`config.mk`:
```
export PLATFORM = sky130hd
export DESIGN_NAME = xss_token_pattern_detector_flat
export DESIGN_NICKNAME = d
export VERILOG_FILES = /design/src/rtl/core/xtpd_pkg.sv /design/src/rtl/core/xtpd_tok_if.sv /design/src/rtl/core/xtpd_res_if.sv /design/src/rtl/core/xtpd_front.sv /design/src/rtl/core/xtpd_queue.sv /design/src/rtl/core/xtpd_back.sv /design/src/rtl/core/xss_token_pattern_detector.sv /design/src/flat_wrapper.sv
export SDC_FILE = /design/constraint.sdc
export NUM_CORES = 1
export LEC_CHECK = 0
export BUFFER_PORTS_ARGS = -buffer_cell sky130_fd_sc_hd__buf_2
export CORE_MARGIN = 2
export CORE_UTILIZATION = 26
export DETAILED_ROUTE_END_ITERATION = 7
export PLACE_DENSITY = 0.49
export SKIP_LAST_GASP = 1
export SYNTH_ARGS = -nofsm -noshare
export SYNTH_HDL_FRONTEND = slang
export SYNTH_SLANG_ARGS = --single-unit
```
`constraint.sdc`:
```
create_clock -name clk -period 10.78 [get_ports clk]
set_input_delay 2.156 -clock clk [delete_from_list [all_inputs] [get_ports clk]]
set_output_delay 2.156 -clock clk [all_outputs]
set_load 0.02 [all_outputs]
```
`src/rtl/core/xtpd_pkg.sv`:
```
package xtpd_pkg;

  localparam int KW_COUNT    = 44;
  localparam int KW_MAX_LEN  = 18;
  localparam int QUEUE_DEPTH = 2;

  typedef enum logic [4:0] {
    CL_QUOTE      = 5'd0,
    CL_EQUALS     = 5'd1,
    CL_SCRIPT     = 5'd2,
    CL_DTAG       = 5'd3,
    CL_HANDLER    = 5'd4,
    CL_JSSCHEME   = 5'd5,
    CL_DATASCHEME = 5'd6,
    CL_DFUNC      = 5'd7,
    CL_DOMOBJ     = 5'd8,
    CL_SINK       = 5'd9,
    CL_WORD       = 5'd10,
    CL_LT         = 5'd11,
    CL_GT         = 5'd12,
    CL_COMMENT    = 5'd13,
    CL_SLASH      = 5'd14,
    CL_POPEN      = 5'd15,
    CL_PCLOSE     = 5'd16,
    CL_DOT        = 5'd17,
    CL_COLON      = 5'd18,
    CL_OTHER      = 5'd19
  } tok_class_t;

  typedef enum logic [2:0] {
    KIND_OTHER  = 3'd0,
    KIND_WORD   = 3'd1,
    KIND_QUOTE  = 3'd2,
    KIND_EQUALS = 3'd3
  } tok_kind_t;

  // One entry per finished token, handed from classifier to detector.
  typedef struct packed {
    logic       restart;
    tok_class_t cls;
  } q_item_t;

  // Keyword text, right-aligned: byte i of a keyword of length L sits at
  // byte lane L-1-i counted from the LSB.
  localparam logic [KW_MAX_LEN*8-1:0] KW_TEXT [KW_COUNT] = '{
    "script",
    "iframe", "object", "embed", "svg", "math",
    "onload", "onerror", "onclick", "onmouseover", "onmouseenter",
    "onfocus", "onblur", "onsubmit", "onchange", "oninput", "onkeyup",
    "onkeydown",
    "javascript", "vbscript",
    "data",
    "alert", "eval", "prompt", "confirm", "settimeout", "setinterval",
    "function",
    "document", "window", "location", "self", "top", "parent",
    "cookie", "write", "writeln", "innerhtml", "outerhtml",
    "insertadjacenthtml", "href", "src", "assign", "replace"
  };

  localparam logic [4:0] KW_LEN [KW_COUNT] = '{
    5'd6,
    5'd6, 5'd6, 5'd5, 5'd3, 5'd4,
    5'd6, 5'd7, 5'd7, 5'd11, 5'd12,
    5'd7, 5'd6, 5'd8, 5'd8, 5'd7, 5'd7,
    5'd9,
    5'd10, 5'd8,
    5'd4,
    5'd5, 5'd4, 5'd6, 5'd7, 5'd10, 5'd11,
    5'd8,
    5'd8, 5'd6, 5'd8, 5'd4, 5'd3, 5'd6,
    5'd6, 5'd5, 5'd7, 5'd9, 5'd9,
    5'd18, 5'd4, 5'd3, 5'd6, 5'd7
  };

  localparam tok_class_t KW_CLASS [KW_COUNT] = '{
    CL_SCRIPT,
    CL_DTAG, CL_DTAG, CL_DTAG, CL_DTAG, CL_DTAG,
    CL_HANDLER, CL_HANDLER, CL_HANDLER, CL_HANDLER, CL_HANDLER,
    CL_HANDLER, CL_HANDLER, CL_HANDLER, CL_HANDLER, CL_HANDLER, CL_HANDLER,
    CL_HANDLER,
    CL_JSSCHEME, CL_JSSCHEME,
    CL_DATASCHEME,
    CL_DFUNC, CL_DFUNC, CL_DFUNC, CL_DFUNC, CL_DFUNC, CL_DFUNC,
    CL_DFUNC,
    CL_DOMOBJ, CL_DOMOBJ, CL_DOMOBJ, CL_DOMOBJ, CL_DOMOBJ, CL_DOMOBJ,
    CL_SINK, CL_SINK, CL_SINK, CL_SINK, CL_SINK,
    CL_SINK, CL_SINK, CL_SINK, CL_SINK, CL_SINK
  };

  // Byte of keyword k at position pos; zero past the keyword's end.
  function automatic logic [7:0] kw_byte(input int k, input logic [4:0] pos);
    logic [KW_MAX_LEN*8-1:0] t;
    int sh;
    t  = KW_TEXT[k];
    sh = (int'(KW_LEN[k]) - 1 - int'(pos)) * 8;
    if (pos < KW_LEN[k]) begin
      return t[sh +: 8];
    end
    return 8'h00;
  endfunction

endpackage

```
`src/rtl/core/xtpd_tok_if.sv`:
```
interface xtpd_tok_if;
  logic       valid;
  logic       ready;
  logic       new_stream;
  logic [2:0] token_kind;
  logic [7:0] char_code;
  logic       last_char;

  modport source (output valid, new_stream, token_kind, char_code, last_char,
                  input ready);
  modport sink   (input valid, new_stream, token_kind, char_code, last_char,
                  output ready);
endinterface

```
`src/rtl/core/xtpd_res_if.sv`:
```
interface xtpd_res_if;
  logic       valid;
  logic       ready;
  logic [4:0] token_class;
  logic       detected;

  modport source (output valid, token_class, detected, input ready);
  modport sink   (input valid, token_class, detected, output ready);
endinterface

```
`src/rtl/core/xtpd_front.sv`:
```
module xtpd_front (
  input  logic               clk,
  input  logic               rst,
  xtpd_tok_if.sink           tok,
  output logic               push,
  output xtpd_pkg::q_item_t  push_item,
  input  logic               full
);

  logic [xtpd_pkg::KW_COUNT-1:0] cands;
  logic [4:0]                    pos;
  logic [7:0]                    first_byte;
  logic [7:0]                    second_byte;
  logic                          pend_restart;

  logic [xtpd_pkg::KW_COUNT-1:0] eff_cands;
  logic [xtpd_pkg::KW_COUNT-1:0] cands_next;
  logic [4:0]                    eff_pos;
  logic [7:0]                    first_next;
  logic [7:0]                    second_next;
  logic [7:0]                    lc;
  logic [5:0]                    len;
  logic                          restart_next;
  xtpd_pkg::tok_class_t          word_cls;
  xtpd_pkg::tok_class_t          byte_cls;
  xtpd_pkg::tok_class_t          cls;
  logic                          xfer;

  assign tok.ready = !full;
  assign xfer      = tok.valid && tok.ready;

  assign lc = (tok.char_code >= 8'h41 && tok.char_code <= 8'h5A) ?
              tok.char_code + 8'h20 : tok.char_code;

  // A new stream drops the token assembled so far before this byte.
  assign eff_cands = tok.new_stream ? '1 : cands;
  assign eff_pos   = tok.new_stream ? 5'd0 : pos;

  always_comb begin
    for (int k = 0; k < xtpd_pkg::KW_COUNT; k++) begin
      cands_next[k] = eff_cands[k] && (eff_pos < xtpd_pkg::KW_LEN[k]) &&
                      (xtpd_pkg::kw_byte(k, eff_pos) == lc);
    end
  end

  always_comb begin
    first_next  = tok.new_stream ? 8'h00 : first_byte;
    second_next = tok.new_stream ? 8'h00 : second_byte;
    if (eff_pos == 5'd0) first_next = tok.char_code;
    if (eff_pos == 5'd1) second_next = tok.char_code;
  end

  assign len          = {1'b0, eff_pos} + 6'd1;
  assign restart_next = pend_restart || tok.new_stream;

  // Lowest keyword index wins; scan from the top down.
  always_comb begin
    word_cls = xtpd_pkg::CL_WORD;
    for (int k = xtpd_pkg::KW_COUNT - 1; k >= 0; k--) begin
      if (cands_next[k] && ({1'b0, xtpd_pkg::KW_LEN[k]} == len)) begin
        word_cls = xtpd_pkg::KW_CLASS[k];
      end
    end
  end

  always_comb begin
    case (first_next)
      8'h3C: byte_cls = xtpd_pkg::CL_LT;
      8'h3E: byte_cls = xtpd_pkg::CL_GT;
      8'h2F: byte_cls = (len >= 6'd2 && second_next == 8'h2A) ?
                        xtpd_pkg::CL_COMMENT : xtpd_pkg::CL_SLASH;
      8'h28: byte_cls = xtpd_pkg::CL_POPEN;
      8'h29: byte_cls = xtpd_pkg::CL_PCLOSE;
      8'h2E: byte_cls = xtpd_pkg::CL_DOT;
      8'h3A: byte_cls = xtpd_pkg::CL_COLON;
      default: byte_cls = xtpd_pkg::CL_OTHER;
    endcase
  end

  always_comb begin
    case (tok.token_kind)
      xtpd_pkg::KIND_OTHER:  cls = byte_cls;
      xtpd_pkg::KIND_WORD:   cls = word_cls;
      xtpd_pkg::KIND_QUOTE:  cls = xtpd_pkg::CL_QUOTE;
      xtpd_pkg::KIND_EQUALS: cls = xtpd_pkg::CL_EQUALS;
      default:               cls = xtpd_pkg::CL_OTHER;
    endcase
  end

  assign push              = xfer && tok.last_char;
  assign push_item.restart = restart_next;
  assign push_item.cls     = cls;

  always_ff @(posedge clk) begin
    if (rst) begin
      cands        <= '1;
      pos          <= 5'd0;
      first_byte   <= 8'h00;
      second_byte  <= 8'h00;
      pend_restart <= 1'b0;
    end else if (xfer) begin
      if (tok.last_char) begin
        cands        <= '1;
        pos          <= 5'd0;
        first_byte   <= 8'h00;
        second_byte  <= 8'h00;
        pend_restart <= 1'b0;
      end else begin
        cands        <= cands_next;
        pos          <= (eff_pos == 5'd31) ? eff_pos : eff_pos + 5'd1;
        first_byte   <= first_next;
        second_byte  <= second_next;
        pend_restart <= restart_next;
      end
    end
  end

endmodule

```
`src/rtl/core/xtpd_queue.sv`:
```
module xtpd_queue #(
  parameter int DEPTH = xtpd_pkg::QUEUE_DEPTH
) (
  input  logic               clk,
  input  logic               rst,
  input  logic               push,
  input  xtpd_pkg::q_item_t  push_item,
  output logic               full,
  input  logic               pop,
  output logic               avail,
  output xtpd_pkg::q_item_t  head
);

  localparam int PW = (DEPTH > 1) ? $clog2(DEPTH) : 1;
  localparam int CW = $clog2(DEPTH + 1);

  xtpd_pkg::q_item_t entries [DEPTH];
  logic [PW-1:0]     wr_ptr;
  logic [PW-1:0]     rd_ptr;
  logic [CW-1:0]     count;
  logic              do_push;
  logic              do_pop;

  assign full    = (count == CW'(DEPTH));
  assign avail   = (count != '0);
  assign head    = entries[rd_ptr];
  assign do_push = push && !full;
  assign do_pop  = pop && avail;

  always_ff @(posedge clk) begin
    if (do_push) entries[wr_ptr] <= push_item;
  end

  always_ff @(posedge clk) begin
    if (rst) begin
      wr_ptr <= '0;
      rd_ptr <= '0;
      count  <= '0;
    end else begin
      if (do_push) wr_ptr <= (wr_ptr == PW'(DEPTH - 1)) ? '0 : wr_ptr + 1'b1;
      if (do_pop)  rd_ptr <= (rd_ptr == PW'(DEPTH - 1)) ? '0 : rd_ptr + 1'b1;
      case ({do_push, do_pop})
        2'b10:   count <= count + 1'b1;
        2'b01:   count <= count - 1'b1;
        default: count <= count;
      endcase
    end
  end

endmodule

```
`src/rtl/core/xtpd_back.sv`:
```
module xtpd_back (
  input  logic               clk,
  input  logic               rst,
  input  logic               avail,
  input  xtpd_pkg::q_item_t  head,
  output logic               pop,
  xtpd_res_if.source         res
);

  typedef enum logic [12:0] {
    S_START   = 13'b0000000000001,
    S_LT      = 13'b0000000000010,
    S_HTML    = 13'b0000000000100,
    S_DTAG    = 13'b0000000001000,
    S_HANDLER = 13'b0000000010000,
    S_ATTREQ  = 13'b0000000100000,
    S_JS      = 13'b0000001000000,
    S_DATA    = 13'b0000010000000,
    S_DFUNC   = 13'b0000100000000,
    S_DOMOBJ  = 13'b0001000000000,
    S_DOT     = 13'b0010000000000,
    S_SINK    = 13'b0100000000000,
    S_ACCEPT  = 13'b1000000000000
  } det_state_t;

  det_state_t state;
  det_state_t base;
  det_state_t state_next;
  xtpd_pkg::tok_class_t c;

  assign c    = head.cls;
  assign base = head.restart ? S_START : state;
  assign pop  = avail && (!res.valid || res.ready);

  always_comb begin
    case (base)
      S_START: begin
        case (c)
          xtpd_pkg::CL_LT:         state_next = S_LT;
          xtpd_pkg::CL_HANDLER:    state_next = S_HANDLER;
          xtpd_pkg::CL_JSSCHEME:   state_next = S_JS;
          xtpd_pkg::CL_DATASCHEME: state_next = S_DATA;
          xtpd_pkg::CL_DFUNC:      state_next = S_DFUNC;
          xtpd_pkg::CL_DOMOBJ:     state_next = S_DOMOBJ;
          default:                 state_next = S_START;
        endcase
      end
      S_LT: begin
        case (c)
          xtpd_pkg::CL_SCRIPT: state_next = S_ACCEPT;
          xtpd_pkg::CL_DTAG:   state_next = S_DTAG;
          xtpd_pkg::CL_WORD:   state_next = S_HTML;
          default:             state_next = S_START;
        endcase
      end
      S_HTML, S_DTAG: begin
        case (c)
          xtpd_pkg::CL_HANDLER:    state_next = S_HANDLER;
          xtpd_pkg::CL_JSSCHEME:   state_next = S_JS;
          xtpd_pkg::CL_DATASCHEME: state_next = S_DATA;
          xtpd_pkg::CL_GT:         state_next = (base == S_DTAG) ? S_ACCEPT : S_START;
          default:                 state_next = base;
        endcase
      end
      S_HANDLER:
        state_next = (c == xtpd_pkg::CL_EQUALS) ? S_ATTREQ : S_START;
      S_ATTREQ:
        state_next = (c == xtpd_pkg::CL_QUOTE || c == xtpd_pkg::CL_WORD ||
                      c == xtpd_pkg::CL_DFUNC || c == xtpd_pkg::CL_JSSCHEME) ?
                     S_ACCEPT : S_START;
      S_JS:
        state_next = (c == xtpd_pkg::CL_COLON || c == xtpd_pkg::CL_DFUNC) ?
                     S_ACCEPT : S_START;
      S_DATA:
        state_next = (c == xtpd_pkg::CL_COLON) ? S_ACCEPT : S_START;
      S_DFUNC:
        state_next = (c == xtpd_pkg::CL_POPEN) ? S_ACCEPT : S_START;
      S_DOMOBJ:
        state_next = (c == xtpd_pkg::CL_DOT) ? S_DOT : S_START;
      S_DOT:
        state_next = (c == xtpd_pkg::CL_SINK) ? S_SINK : S_START;
      S_SINK:
        state_next = (c == xtpd_pkg::CL_EQUALS || c == xtpd_pkg::CL_POPEN) ?
                     S_ACCEPT : S_START;
      S_ACCEPT:
        state_next = S_ACCEPT;
      default:
        state_next = S_START;
    endcase
  end

  always_ff @(posedge clk) begin
    if (rst) begin
      state     <= S_START;
      res.valid <= 1'b0;
    end else begin
      if (pop) begin
        state     <= state_next;
        res.valid <= 1'b1;
      end else if (res.ready) begin
        res.valid <= 1'b0;
      end
    end
  end

  always_ff @(posedge clk) begin
    if (pop) begin
      res.token_class <= c;
      res.detected    <= (state_next == S_ACCEPT);
    end
  end

endmodule

```
`src/rtl/core/xss_token_pattern_detector.sv`:
```
// Channel | Dir | Payload                                        | Transfer
// tok     | in  | new_stream, token_kind, char_code, last_char   | valid && ready
// res     | out | token_class, detected                          | valid && ready
//
// One byte per cycle while tok.ready is high; each token's last byte yields one
// result (classify and queue, then detector step into the output register).
// The rate is set by the per-byte parallel keyword compare in the classifier.
// Synchronous reset clears token assembly, queue pointers, detector state and res.valid.
// A stalled result holds in the output register; the queue absorbs the next
// tokens, and tok.ready drops only once the queue is full.
module xss_token_pattern_detector #(
  parameter int QUEUE_DEPTH = xtpd_pkg::QUEUE_DEPTH
) (
  input  logic       clk,
  input  logic       rst,
  xtpd_tok_if.sink   tok,
  xtpd_res_if.source res
);

  logic              push;
  logic              full;
  logic              pop;
  logic              avail;
  xtpd_pkg::q_item_t push_item;
  xtpd_pkg::q_item_t head;

  xtpd_front u_front (
    .clk       (clk),
    .rst       (rst),
    .tok       (tok),
    .push      (push),
    .push_item (push_item),
    .full      (full)
  );

  xtpd_queue #(
    .DEPTH (QUEUE_DEPTH)
  ) u_queue (
    .clk       (clk),
    .rst       (rst),
    .push      (push),
    .push_item (push_item),
    .full      (full),
    .pop       (pop),
    .avail     (avail),
    .head      (head)
  );

  xtpd_back u_back (
    .clk   (clk),
    .rst   (rst),
    .avail (avail),
    .head  (head),
    .pop   (pop),
    .res   (res)
  );

endmodule
```
`src/flat_wrapper.sv`:
```
// flat-port wrapper written by rule: the top's interface ports become plain ports
module xss_token_pattern_detector_flat 
#(
  parameter int QUEUE_DEPTH = xtpd_pkg::QUEUE_DEPTH
)
  (clk, rst, tok_valid, tok_new_stream, tok_token_kind, tok_char_code, tok_last_char, tok_ready, res_valid, res_token_class, res_detected, res_ready);
  xtpd_tok_if tok_i ();
  xtpd_res_if res_i ();
  input  logic clk;
  input  logic rst;
  input wire logic [$bits(tok_i.valid)-1:0] tok_valid;
  input wire logic [$bits(tok_i.new_stream)-1:0] tok_new_stream;
  input wire logic [$bits(tok_i.token_kind)-1:0] tok_token_kind;
  input wire logic [$bits(tok_i.char_code)-1:0] tok_char_code;
  input wire logic [$bits(tok_i.last_char)-1:0] tok_last_char;
  output wire logic [$bits(tok_i.ready)-1:0] tok_ready;
  output wire logic [$bits(res_i.valid)-1:0] res_valid;
  output wire logic [$bits(res_i.token_class)-1:0] res_token_class;
  output wire logic [$bits(res_i.detected)-1:0] res_detected;
  input wire logic [$bits(res_i.ready)-1:0] res_ready;
  assign tok_i.valid = tok_valid;
  assign tok_i.new_stream = tok_new_stream;
  assign tok_i.token_kind = tok_token_kind;
  assign tok_i.char_code = tok_char_code;
  assign tok_i.last_char = tok_last_char;
  assign tok_ready = tok_i.ready;
  assign res_valid = res_i.valid;
  assign res_token_class = res_i.token_class;
  assign res_detected = res_i.detected;
  assign res_i.ready = res_ready;
  xss_token_pattern_detector #(.QUEUE_DEPTH(QUEUE_DEPTH)) u_core (.clk(clk), .rst(rst), .tok(tok_i), .res(res_i));
endmodule
```
Word level (Yosys, flattened, before mapping)
Memory sizes are Yosys's and may differ from the RTL's. A register that Yosys moved wholly into a read port is not among the register bits.
Index checks and enable logic that the tools add are counted.
W data, S select, Z words.
{"block": "op_classes", "n_addsub": 18, "n_lt_le_gt_ge": 14, "n_eq_ne": 100, "n_shift": 44, "mux": 182, "reduce_logical": 155}
{"op": "$shiftx A144 B9 Y8 const A", "count": 44}
{"op": "$mux W8", "count": 95}
{"op": "$eq A8 B8 Y1", "count": 44}
{"op": "$mux W5", "count": 46}
{"op": "$pmux W13 S12", "count": 1}
{"op": "$logic_and A1 B1 Y1", "count": 139}
{"op": "$mux W13", "count": 7}
{"op": "$mux W44", "count": 2}
{"op": "$eq A8 B6 Y1 const B", "count": 8}
{"op": "$pmux W10 S6", "count": 1}
{"op": "$pmux W13 S4", "count": 1}
{"op": "$pmux W13 S3", "count": 1}
{"op": "$pmux W5 S7", "count": 1}
{"op": "$eq A4 B6 Y1 const A", "count": 5}
{"op": "$eq A5 B4 Y1 const B", "count": 6}
{"op": "$eq A13 B13 Y1 const B", "count": 2}
{"op": "$lt A5 B4 Y1 const B", "count": 5}
{"op": "$eq A3 B6 Y1 const A", "count": 4}
{"op": "$sub A3 B5 Y6 const A", "count": 4}
{"op": "$sub A4 B5 Y6 const A", "count": 4}
{"op": "$eq A5 B3 Y1 const B", "count": 4}
{"op": "$lt A5 B3 Y1 const B", "count": 4}
{"op": "$mux W1", "count": 20}
{"op": "$pmux W5 S4", "count": 1}
{"op": "45 further kinds", "count": 64}
{"block": "totals", "ff_bits": 90, "mem_bits_rw": 12, "input_bits": 17, "elab_cells": 526, "n_memories": 1}
{"memory": "u_core.u_queue.entries", "words": 2, "width": 6, "read_ports": 1, "rd_ports_with_merged_regs": 1, "write_ports": 1, "line_no": "xtpd_queue.sv:17", "source": "xtpd_pkg::q_item_t entries [DEPTH];"}

Depth between registers and ports, before layout
{"block": "depth", "depth_word": 53, "ltp_mapped": 23, "ltp_nobuf": 16}

Hierarchy
A second synthesis with hierarchy kept.
{"block": "hier_totals", "hier_cells": 2049, "hier_area_um2": 14233.7}
{"mod": "xtpd_front", "instances": 1, "cells_per_inst": 1810, "area_per_inst_um2": 12049.1, "seq_area_each_um2": 1321.3}
{"mod": "xtpd_back", "instances": 1, "cells_per_inst": 194, "area_per_inst_um2": 1526.5, "seq_area_each_um2": 460.4}
{"mod": "xtpd_queue", "instances": 1, "cells_per_inst": 45, "area_per_inst_um2": 658.1, "seq_area_each_um2": 460.4}

Least setup slack after synthesis
Ideal clock, no wire load.
{"block": "synth_timing", "path_kind": "in2reg", "from": "input tok_new_stream", "to": "memory u_core.u_queue.entries[0][0] (netlist bit), data pin", "setup_time_ns": 0.157, "arrival_time_ns": 6.416, "required_time_ns": 10.623, "path_slack_ns": 4.207, "stages": 23, "path_buffers": 10, "path_cell_list": "buf_6 > buf_6 > buf_6 > buf_4 > buf_2 > buf_2 > buf_2 > buf_1 > clkbuf_1 > nand2b_1 > ha_1 > nor2b_1 > nor2_1 > mux2_2 > or2_2 > clkbuf_1 > a21oi_1 > mux2_2 > a2111o_1 > o22ai_1 > o31ai_1 > a21o_1 > a21oi_1"}
{"item": "from (decl)", "line_no": "flat_wrapper.sv:12", "source": "input wire logic [$bits(tok_i.new_stream)-1:0] tok_new_stream;"}
{"item": "to (decl)", "line_no": "xtpd_queue.sv:17"}

==> results.txt <==
- The die is 232 um tall.
* Depth of the worst register-to-register path: 15
* Number of setup violations in the final report: 0
* Total Power: between 1000 and 1500 uW
- The die is 232 um wide.
- Antenna-violating nets left: 0
- Clock Root Buffer: clkbuf_16
- Remaining Overflow, GRT: 0
- The pre-antenna-repair detailed-routing pass consisted of 8 iterations.
- Synthesized area per cell: just under 7 sq um
- Entering global routing, the biggest net connects 72 pins.
- Fraction of layout instances using a drive strength above 1: around 8.8%
- PostCTS Resize Cnt: 0
- STA classifies the critical path startpoint as a primary input.
- Maximum net fanout on the critical path: between 40 and 50
- For the worst-skew pair, the clock arrives at the later sink with an insertion delay of 0.41 ns.
- Number of clock buffers inserted by TritonCTS: 9
* IO Pins: 25
- Ant diodes: 0
- Flop2flop setup slack: 4.48 ns
- Max capacitance violation total: 0
* WHS Path Cells: 2
- The count of final max-slew check failures came to 0.
- After routing, the total negative slack on setup checks comes to 0 ns.
* Sequential area share after synthesis: around 17%
- Via Count: 16,010
- On the final layout, the worst clock skew is 0.0199 ns.
* Area Growth Syn to Fin: 5.10%
* Die Footprint: 53,900 sq um
- All-Layer GR Usage: roughly a quarter
- Dividing the detail-routed via count by the number of cells gives 6.33.
* Count of buffers inserted at the top-level ports: 24
* Initial Util: roughly a quarter
- Summed over all instances, the cell type with the most area after synthesis is dfxtp_1.
- Area fraction of the dominant cell type after synthesis: 12.6%
* Mapped Nets: about 2,000
- Drt total wl: 65.9 mm
- For this design the ratio of total power to cell area is 104 nW/um^2.
* Static leakage: 0.00487 uW
- Number of buffers added to fix hold violations after cts: 0
* Top cells by area in the synthesized netlist: dfxtp_1 (13%), xnor2_1 (6.7%), nor2_1 (5.8%)
- The worst setup path is of the primary input to flip-flop kind.
- The path with the worst hold slack has its endpoint at u_core.u_front.cands[24].
* Global-route wire length before repair: approximately 100 mm
- The Yosys step of the flow raised 0 warnings.
- Result of the run: completed
- The net count of the finished layout is 1,887.
- Setup repair after global routing missed its margin: false
- The number of hold violations in the final report was 0.
- The congestion estimate from routability-driven global placement came to between 0.9 and 1.
- Floorplan core area: just over 50,000 sq um
- Headroom to the max-slew limit came out at 20.7%.
- The H-tree generated during clock tree synthesis spans 3 levels.
- The finished cells cover 14,200 sq um.
- After legalization and detailed placement, the total HPWL measured around 45 mm.
- Total placed instance area: between 10,000 and 15,000 sq um
- For the worst setup path, the data arrival time is 7.71 ns.
- In this run the worst hold path is classified as flip-flop to flip-flop.
- Once the clock tree was built, the setup fixing pass inserted 0 buffers.
- Summing every instance area after synthesis gives 13,500 sq um.
- The worst-case IR drop observed on VDD is approximately 0.000084 V.
- Vias in the first global route: 15,148
- Source of the worst hold timing path: u_core.u_front.cands[24]
- Slew at the pin with the worst max-slew slack: approximately 1.2 ns
* Number of synthesized register bits: 103
- Clock input transition at the sequential cells of the worst setup and hold paths: 0.07 ns
- For this run, the top clock speed supported by timing is 0.133 GHz.
- Final critical-path required period: 7.52 ns
* Nature of the critical path endpoint: flip-flop
- Yosys mapped the design onto 118 distinct sky130hd cell types.
- Final Cycle Share: 69.8%
- In the synthesized netlist the async set-or-reset flop fraction comes to 0%.
- Average wire per cell in the routed design: 26.0 um
- The initial antenna violation count came to 1.
* Required @ worst endpoint: 10.96 ns
- Synth Flop Type: dfxtp_1
* Endpoint of the most critical register-to-register path: u_core.u_queue.entries[0][1]
* Worst hold slack across all endpoints: 0.472 ns
* Number of cells produced by synthesis: about 1,900
- TritonCTS clock tree: done
* DRC: 0
* Number of buffers on the longest clock path: 2
* Crit Reg-Reg Startpoint: u_core.u_front.pos[1]
- Row generation in the floorplan step produced between 80 and 90 rows.
* DR iter-0 viols: approximately 1,900
* Clock net sink count: 103
- Number of enable flip-flop cells after synthesis: 18
## worst max-delay path, stage by stage
cell and delay [ns]:
buf_4 0.47, or2b_4 0.41, inv_2 0.38, ha_1 0.52, nor2b_1 0.35, a21oi_2 0.14
nor2_1 0.85, nand4_1 0.44, mux2i_1 0.24, o2111ai_1 0.18, o32ai_1 0.15, a221oi_1 0.67
or2b_1 0.34, o31ai_1 0.34
## power breakdown
part           switching [uW]  internal, uW  total (uW)
Sequential               33.9           452         486
Combinational             449           205         654
Clock                     182           160         342
Total                     665           817        1480
## worst max-delay path by stage
stage | cells past startpoint | endpoint | start | slack [ns]
2_1_floorplan | 23 | u_core.u_queue.entries[0][0] | tok_new_stream | 4.21
3_3_place_gp | 15 | u_core.u_queue.entries[0][1] | tok_new_stream | 3.12
3_5_place_dp | 14 | u_core.u_queue.entries[1][2] | tok_new_stream | 3.07
4_1_cts | 14 | u_core.u_queue.entries[1][2] | tok_new_stream | 3.48
5_1_grt | 15 | u_core.u_queue.entries[0][1] | tok_new_stream | 2.97
6_report | 14 | u_core.u_queue.entries[1][2] | tok_new_stream | 3.26
## metrics by stage
| step | setup WS [ns] | utilization [%] | instances |
|---|---|---|---|
| floorplan | 4.21 | - | 1944 |
| global placement | 3.12 | 27.1 | 2514 |
| detailed placement | 3.07 | 27.1 | 2514 |
| CTS | 3.48 | 27.7 | 2530 |
| global route | 2.97 | 27.7 | 2530 |
| finish | 3.26 | 27.7 | 2530 |
## cell usage after synthesis (8+ instances only)
cell type	count
a221oi_1	8
or3_1	9
o31a_1	10
nor4_1	36
buf_6	15
mux2_2	9
nand2_1	190
dfxtp_1	85
o31ai_1	19
nand3_1	96
o21a_1	16
buf_2	40
edfxtp_1	18
nor2_1	208
a31oi_1	34
o211ai_1	39
ha_1	25
a22oi_1	29
nand4_1	38
inv_1	29
or4_1	14
a21oi_1	116
and4_1	8
nor2b_1	24
buf_1	14
o21ai_1	16
o21ai_0	125
o22ai_1	19
nand2b_1	29
nor3b_1	13
a211oi_1	25
clkbuf_1	87
a21o_1	10
mux2i_1	26
and2_1	10
nor3_1	70
o2111ai_1	10
buf_4	8
or2_2	14
a41oi_1	9
and3_1	24
a211o_1	9
nor4b_1	8
xnor2_1	104
## kinds of logic after synthesis
family / synth area share [%]
and+or+nand+nor: 32.3
muxes: 2.84
adders and majority gates: 2.39
buffers and inverters: 7.31
AOI/OAI and AO/OA: 31.1
xor gates and xnor gates: 7.48
DFF: 16.6
## layout by cell type, fill, tap and decap left out, drive strengths merged, types with 10 or more instances in the layout
cell type	n
nand2b	32
o21a	16
clkbuf	11
nand4	39
o2111ai	11
and2	10
o21ai	141
dfxtp	85
and3	25
or4	15
mux2i	26
nor2b	24
a22oi	30
or3	12
nor4	37
buf	57
xnor2	107
o31ai	19
nand3	97
a31oi	34
or2	16
nor3	73
a21o	10
a211oi	26
o211ai	39
inv	39
nand2	191
edfxtp	18
nor3b	15
ha	25
o31a	10
nor2	209
a21oi	123
o22ai	21
mux2	11
## sequential cells by signal, summed over array words and instances, names as in the netlist, 2 cells and up, named ones only
signal	count
u_core.u_front.cands	44
u_core.u_back.state	13
u_core.u_front.pos	5
u_core.u_queue.entries	12
u_core.u_front.second_byte	8
u_core.u_front.first_byte	8
u_core.u_back.res.token_class	5
u_core.u_queue.count	2
## routing by layer
metal  vias to the layer above  track usage [%]  part of all wire (%)
met5                         -                0                 0.027
met4                         2             12.4                   5.6
met3                       228             6.08                    10
met2                       958             37.7                    44
met1                      7743             30.2                    40
li1                       7079                -                     -
## layout make-up
cell class	count	area, sq um
clock buffer	11	233
multi-input combinational	1633	10300
fill	5696	37200
sequential	103	2240
timing repair buffer	57	370
inverter	41	159
tap	680	851
clock inverter	5	41.3
Power figures use the tool's default switching activity.
